File: config.mk
export PLATFORM = sky130hd
export DESIGN_NAME = hrlc_back
export DESIGN_NICKNAME = d
export VERILOG_FILES = /design/src/rtl/hrlc_pkg.sv /design/src/rtl/hrlc_back.sv
export SDC_FILE = /design/constraint.sdc
export NUM_CORES = 1
export LEC_CHECK = 0
export BUFFER_PORTS_ARGS = -buffer_cell sky130_fd_sc_hd__buf_2
export CAP_MARGIN = 20
export CORE_MARGIN = 5
export CORE_UTILIZATION = 50
export DETAILED_ROUTE_END_ITERATION = 12
export PLACE_DENSITY_LB_ADDON = 0.2
export SETUP_SLACK_MARGIN = 0.3
export SLEW_MARGIN = 20
export SYNTH_ARGS = -nofsm -noshare
export SYNTH_HDL_FRONTEND = slang
export SYNTH_SLANG_ARGS = --single-unit
export TNS_END_PERCENT = 20
File: constraint.sdc
create_clock -name clock -period 3.7 [get_ports clock]
set_input_delay 0.185 -clock clock [delete_from_list [all_inputs] [get_ports clock]]
set_output_delay 0.185 -clock clock [all_outputs]
set_load 0.005 [all_outputs]
File: src/rtl/hrlc_pkg.sv
`default_nettype none

package hrlc_pkg;

   localparam int unsigned MAX_LINE_DEFAULT = 4096;
   localparam int unsigned CLASS_QUEUE_DEPTH = 4;
   localparam int unsigned RESULT_QUEUE_DEPTH = 2;

   localparam int unsigned OFFSET_WIDTH = 12;
   localparam int unsigned LENGTH_WIDTH = 13;

   localparam int unsigned METHOD_LEN = 3;
   localparam int unsigned VERSION_LEN = 8;

   localparam logic [7:0] SPACE_BYTE = 8'h20;
   localparam logic [7:0] METHOD_WORD [METHOD_LEN] = '{8'h47, 8'h45, 8'h54};
   localparam logic [7:0] VERSION_WORD [VERSION_LEN] =
      '{8'h48, 8'h54, 8'h54, 8'h50, 8'h2f, 8'h31, 8'h2e, 8'h31};

   localparam logic [2:0] TOKEN_METHOD = 3'd1;
   localparam logic [2:0] TOKEN_PATH = 3'd2;
   localparam logic [2:0] TOKEN_VERSION = 3'd3;
   localparam logic [2:0] TOKEN_LIMIT = 3'd4;
   localparam logic [3:0] CHAR_LIMIT = 4'd9;

   typedef enum logic [1:0] {
      STATUS_OK = 2'd0,
      STATUS_BAD_REQUEST = 2'd1,
      STATUS_NOT_IMPLEMENTED = 2'd2,
      STATUS_VERSION_NOT_SUPPORTED = 2'd3
   } status_type;

   typedef struct packed {
      logic is_space;
      logic last;
      logic [METHOD_LEN-1:0] method_hit;
      logic [VERSION_LEN-1:0] version_hit;
   } class_type;

   typedef struct packed {
      status_type status;
      logic [OFFSET_WIDTH-1:0] path_offset;
      logic [LENGTH_WIDTH-1:0] path_length;
   } result_type;

endpackage

`default_nettype wire

File: src/rtl/hrlc_back.sv
`default_nettype none

module hrlc_back #(
   parameter int unsigned MAX_LINE = hrlc_pkg::MAX_LINE_DEFAULT
) (
   input  wire logic                 clock,
   input  wire logic                 reset,
   input  wire logic                 class_valid,
   input  wire hrlc_pkg::class_type  byte_class,
   output      logic                 class_pop,
   input  wire logic                 result_full,
   output      logic                 result_push,
   output      hrlc_pkg::result_type result
);
   import hrlc_pkg::*;

   localparam int unsigned POS_WIDTH = $clog2(MAX_LINE + 1);
   localparam int unsigned START_WIDTH = $clog2(MAX_LINE);

   logic [2:0]             token_count_ff, token_count_in;
   logic                   inside_token_ff, inside_token_in;
   logic [3:0]             char_in_token_ff, char_in_token_in;
   logic                   method_matches_ff, method_matches_in;
   logic                   version_matches_ff, version_matches_in;
   logic [POS_WIDTH-1:0]   byte_position_ff, byte_position_in;
   logic [START_WIDTH-1:0] path_start_ff, path_start_in;
   logic [POS_WIDTH-1:0]   path_len_ff, path_len_in;
   logic                   too_long_ff, too_long_in;

   always_comb begin
      logic [2:0] count;
      logic [3:0] index;
      logic       method_ok;
      logic       version_ok;

      token_count_in = token_count_ff;
      inside_token_in = inside_token_ff;
      char_in_token_in = char_in_token_ff;
      method_matches_in = method_matches_ff;
      version_matches_in = version_matches_ff;
      byte_position_in = byte_position_ff;
      path_start_in = path_start_ff;
      path_len_in = path_len_ff;
      too_long_in = too_long_ff;
      count = token_count_ff;
      index = char_in_token_ff;
      method_ok = 1'b0;
      version_ok = 1'b0;
      result_push = 1'b0;
      result.status = STATUS_OK;
      result.path_offset = '0;
      result.path_length = '0;

      class_pop = class_valid && !result_full;

      if (class_pop) begin
         if (byte_position_ff >= POS_WIDTH'(MAX_LINE)) begin
            too_long_in = 1'b1;
         end else begin
            byte_position_in = byte_position_ff + 1'b1;
            if (byte_class.is_space) begin
               if (inside_token_ff) begin
                  if (token_count_ff == TOKEN_METHOD && char_in_token_ff != 4'(METHOD_LEN)) begin
                     method_matches_in = 1'b0;
                  end
                  if (token_count_ff == TOKEN_VERSION
                      && char_in_token_ff != 4'(VERSION_LEN)) begin
                     version_matches_in = 1'b0;
                  end
               end
               inside_token_in = 1'b0;
            end else begin
               if (!inside_token_ff) begin
                  inside_token_in = 1'b1;
                  index = '0;
                  if (count < TOKEN_LIMIT) begin
                     count = count + 1'b1;
                  end
                  if (count == TOKEN_PATH) begin
                     path_start_in = byte_position_ff[START_WIDTH-1:0];
                  end
               end
               if (count == TOKEN_METHOD) begin
                  if (index >= 4'(METHOD_LEN) || !byte_class.method_hit[index[1:0]]) begin
                     method_matches_in = 1'b0;
                  end
               end else if (count == TOKEN_VERSION) begin
                  if (index >= 4'(VERSION_LEN) || !byte_class.version_hit[index[2:0]]) begin
                     version_matches_in = 1'b0;
                  end
               end else if (count == TOKEN_PATH) begin
                  path_len_in = path_len_ff + 1'b1;
               end
               token_count_in = count;
               char_in_token_in = (index < CHAR_LIMIT) ? index + 1'b1 : index;
            end
         end

         if (byte_class.last) begin
            method_ok = method_matches_in;
            version_ok = version_matches_in;
            if (inside_token_in) begin
               if (token_count_in == TOKEN_METHOD && char_in_token_in != 4'(METHOD_LEN)) begin
                  method_ok = 1'b0;
               end
               if (token_count_in == TOKEN_VERSION && char_in_token_in != 4'(VERSION_LEN)) begin
                  version_ok = 1'b0;
               end
            end
            result_push = 1'b1;
            if (too_long_in || token_count_in != TOKEN_VERSION) begin
               result.status = STATUS_BAD_REQUEST;
            end else if (!method_ok) begin
               result.status = STATUS_NOT_IMPLEMENTED;
            end else if (!version_ok) begin
               result.status = STATUS_VERSION_NOT_SUPPORTED;
            end else begin
               result.status = STATUS_OK;
               result.path_offset = OFFSET_WIDTH'(path_start_in);
               result.path_length = LENGTH_WIDTH'(path_len_in);
            end
            token_count_in = '0;
            inside_token_in = 1'b0;
            char_in_token_in = '0;
            method_matches_in = 1'b1;
            version_matches_in = 1'b1;
            byte_position_in = '0;
            path_start_in = '0;
            path_len_in = '0;
            too_long_in = 1'b0;
         end
      end
   end

   always_ff @(posedge clock) begin
      if (reset) begin
         token_count_ff <= '0;
         inside_token_ff <= 1'b0;
         char_in_token_ff <= '0;
         method_matches_ff <= 1'b1;
         version_matches_ff <= 1'b1;
         byte_position_ff <= '0;
         path_start_ff <= '0;
         path_len_ff <= '0;
         too_long_ff <= 1'b0;
      end else begin
         token_count_ff <= token_count_in;
         inside_token_ff <= inside_token_in;
         char_in_token_ff <= char_in_token_in;
         method_matches_ff <= method_matches_in;
         version_matches_ff <= version_matches_in;
         byte_position_ff <= byte_position_in;
         path_start_ff <= path_start_in;
         path_len_ff <= path_len_in;
         too_long_ff <= too_long_in;
      end
   end

endmodule

`default_nettype wire

==> summary.txt <==
Global routing
  • Met1 Use GR: 27.9%
  • Overall routing resource usage: 20.6%
  • Met2 Use GR: 33.6%
  • Largest net degree at the start of global routing: 37
  • Total global routing overflow: 0
  • Global-route wire length before repair: 13.0 mm
  • Vias in the first global route: 2,682
  • Initial antenna violation count: 0
  • Met3 Usage GRT: 4.33%
  • Most Crowded Layer GR: met2

Floorplanning
  • Initial Util: 50.6%
  • Die X: 89.5 um
  • Die area: 0.00800 mm^2
  • Cell Rows: 29
  • Die H: 89.5 um
  • CORE AREA: 0.00624 mm^2
  • Num ports: 46

Pwr
  • Max VDD drop: 0.136 mV
  • Tot Pwr: 0.974 mW
  • Static Leakage: 1.30 nW
  • Pwr/cell area: 282 mW/mm^2

Route
  • Via density: 6.03
  • Drt initial violations: 235
  • ANT nets after route: 0
  • Drt wl/cell: 15.6 um
  • Final wirelength: 7.96 mm
  • Drt pass-1 iters: 4
  • DR vias: 3,069
  • Detailed-route DRC error count: 0

Timing
  • Worst Tran Pin Value: 0.756 ns
  • Slew headroom: 49.1%
  • Setup Skew: 0.00614 ns
  • Final Setup Violations: 0
  • Final Hold Vio Count: 0
  • Unrepaired setup endpoints after global routing: no
  • Min Hold Slack: 0.399 ns
  • Achievable Freq: 314 MHz
  • Fin. max-slew vios: 0
  • Final min period: 3.18 ns
  • PnR worst setup slack: 0.516 ns
  • Period utilisation layout: 86.0%
  • Post-Route Setup TNS: 0 ns

Clock tree
  • Clock sinks: 49
  • Clock Tree Buf Depth: 2
  • CTS tree: yes
  • CTS Root Cell: clkbuf_8
  • Clk slew on worst S/H paths: 0.10 ns
  • H-tree depth: 2
  • Num CTS Buffers: 5
  • Skew-Pair Late Insertion Delay: 0.31 ns

Cells and area
  • Share of cells above drive strength 1: 17.6%
  • Area growth, synth to finish: 9.31%
  • Reg area: 981 um^2
  • # fillers: 597
  • Footprint of the multi-input gates: 0.00197 mm^2
  • Cell area after layout: 0.00345 mm^2
  • N_diodes: 0
  • Most frequent cells in the layout: dfxtp_1 (49), buf_2 (45), nor2_1 (43)
  • Fin nets: 454
  • Most common cell after layout, fill and taps aside: dfxtp_1

Critical path
  • Path depth of the worst reg2reg path: 7
  • Startpoint types: flop
  • Critical path class: reg -> out
  • Reg2reg end: path_start_ff[1]
  • R2r startpoint: token_count_ff[0]
  • Crit Path Max Fanout: 10
  • Worst setup EP type: output port
  • WP data required: 3.51 ns
  • Critical Path AT: 3.00 ns
  • Flop2flop setup slack: 0.93 ns

Placement
  • Port bufs: 45
  • Detailed placement HPWL: 5.48 mm
  • Placement Setup Slack: 0.710 ns
  • GPL Wtd Cong: 0.873
  • Area after DPL: 0.00335 mm^2

Hold path
  • HP Start: reset
  • Worst hold path depth: 2
  • Hold Path Sink: path_len_ff[1]
  • Min-Delay Path Class: in -> reg

Run
  • Max-cap violations: 0

Synthesis
  • Synthesized area per cell: 7.74 um^2
  • Post-synth top flop: dfxtp_1
  • Async S/R FF share, synth: 0%
  • Yosys warns: 0
  • Seq cells post-synth: 49
  • Synthesized area: 0.00316 mm^2
  • Part of the Yosys area used for sequential elements: 31.1%
  • Synthesized Nets: 431
  • Mapped Cells: 408
  • Cell variety after synth: 56
  • EDFF count, synth: 0

Status
  • Outcome: complete, no violations
## worst max-delay path: stages, from the launching register on
cell and delay [ns]:
dfxtp_1 0.51, ha_1 0.32, or4b_4 0.56, a2111oi_4 0.62
nand3_2 0.16, xor2_1 0.17, nor4_1 0.17, buf_2 0.16
## stage by stage
stage	util (%)	instances
detailed placement	53.7	500
global placement	53.7	500
global route	55.3	509
finish	55.3	509
floorplan	-	408
CTS	55.1	508
## layout make-up
class	instances	share of cell area (%)
multi-input combinational	312	57.1
sequential	49	28.4
timing repair buffer	50	7.61
tap	77	2.79
clock buffer	5	1.99
inverter	13	1.41
clock inverter	3	0.616
## worst max-delay path by stage
stage | start | to | slack [ns] | cells after the start
6_report | token_count_ff[0] | result[7] | 0.52 | 7
5_1_grt | char_in_token_ff[0] | result[17] | 0.36 | 9
4_1_cts | token_count_ff[0] | result[26] | 0.37 | 8
3_5_place_dp | token_count_ff[0] | result[26] | 0.71 | 8
3_3_place_gp | token_count_ff[0] | result[26] | 0.73 | 8
2_1_floorplan | inside_token_ff | result[26] | 1.16 | 10
## metal layers
layer,part of all wire (%),up-vias
li1,-,1540
met1,46,1430
met2,46,90
met3,6.2,9
met4,1.3,0
met5,0,-
## cell families after synthesis
group | count (synthesis) | synth area share, %
xor gates and xnor gates | 17 | 4.72
adders and majority gates | 6 | 2.38
muxes | 14 | 4.48
buffers and inverters | 47 | 6.54
DFF | 49 | 31.1
AOI/OAI and AO/OA | 112 | 23.7
and+or+nand+nor | 163 | 27.1
## cells in the mapped netlist (2+ instances only)
library cell | count | area (um^2)
buf_2 | 15 | 75.1
nand4_1 | 3 | 18.8
o22ai_1 | 3 | 18.8
mux2i_1 | 13 | 130
or3_1 | 16 | 100
dfxtp_1 | 49 | 981
or3_2 | 2 | 15.0
nand3b_1 | 2 | 15.0
nand2b_1 | 4 | 25.0
a21o_1 | 2 | 15.0
nor4_1 | 29 | 181
nor2b_1 | 3 | 18.8
o21ba_2 | 2 | 20.0
nand2_1 | 31 | 116
nor3_1 | 8 | 40.0
a21oi_1 | 40 | 200
xnor2_1 | 4 | 35.0
o211ai_1 | 2 | 15.0
a41oi_1 | 3 | 26.3
ha_1 | 6 | 75.1
and3_1 | 5 | 31.3
clkbuf_1 | 16 | 60.1
nand3_1 | 7 | 35.0
o21ai_0 | 25 | 125
a31oi_1 | 5 | 31.3
xor2_1 | 13 | 114
a22oi_1 | 15 | 113
inv_1 | 12 | 45.0
nor2_1 | 43 | 161
a32oi_1 | 3 | 26.3
or2_2 | 2 | 12.5
## report_power, final
| part | switching (mW) | internal (mW) |
|---|---|---|
| clock network | 0.192 | 0.135 |
| logic | 0.0766 | 0.0351 |
| registers | 0.00513 | 0.530 |
| total | 0.274 | 0.700 |
## state kept, by name, indices dropped and copies added (netlist names)
register / flops
byte_position_ff: 13
char_in_token_ff: 4
inside_token_ff: 1
method_matches_ff: 1
path_len_ff: 13
path_start_ff: 12
token_count_ff: 3
too_long_ff: 1
version_matches_ff: 1
## timing repair
item                                   CTS  global route
hold buffers                             0             0
setup endpoints to repair                0            26
resized for setup                        0             2
buffers inserted                         0             1
endpoints found under the hold margin    0             0
Power figures use the tool's default switching activity.
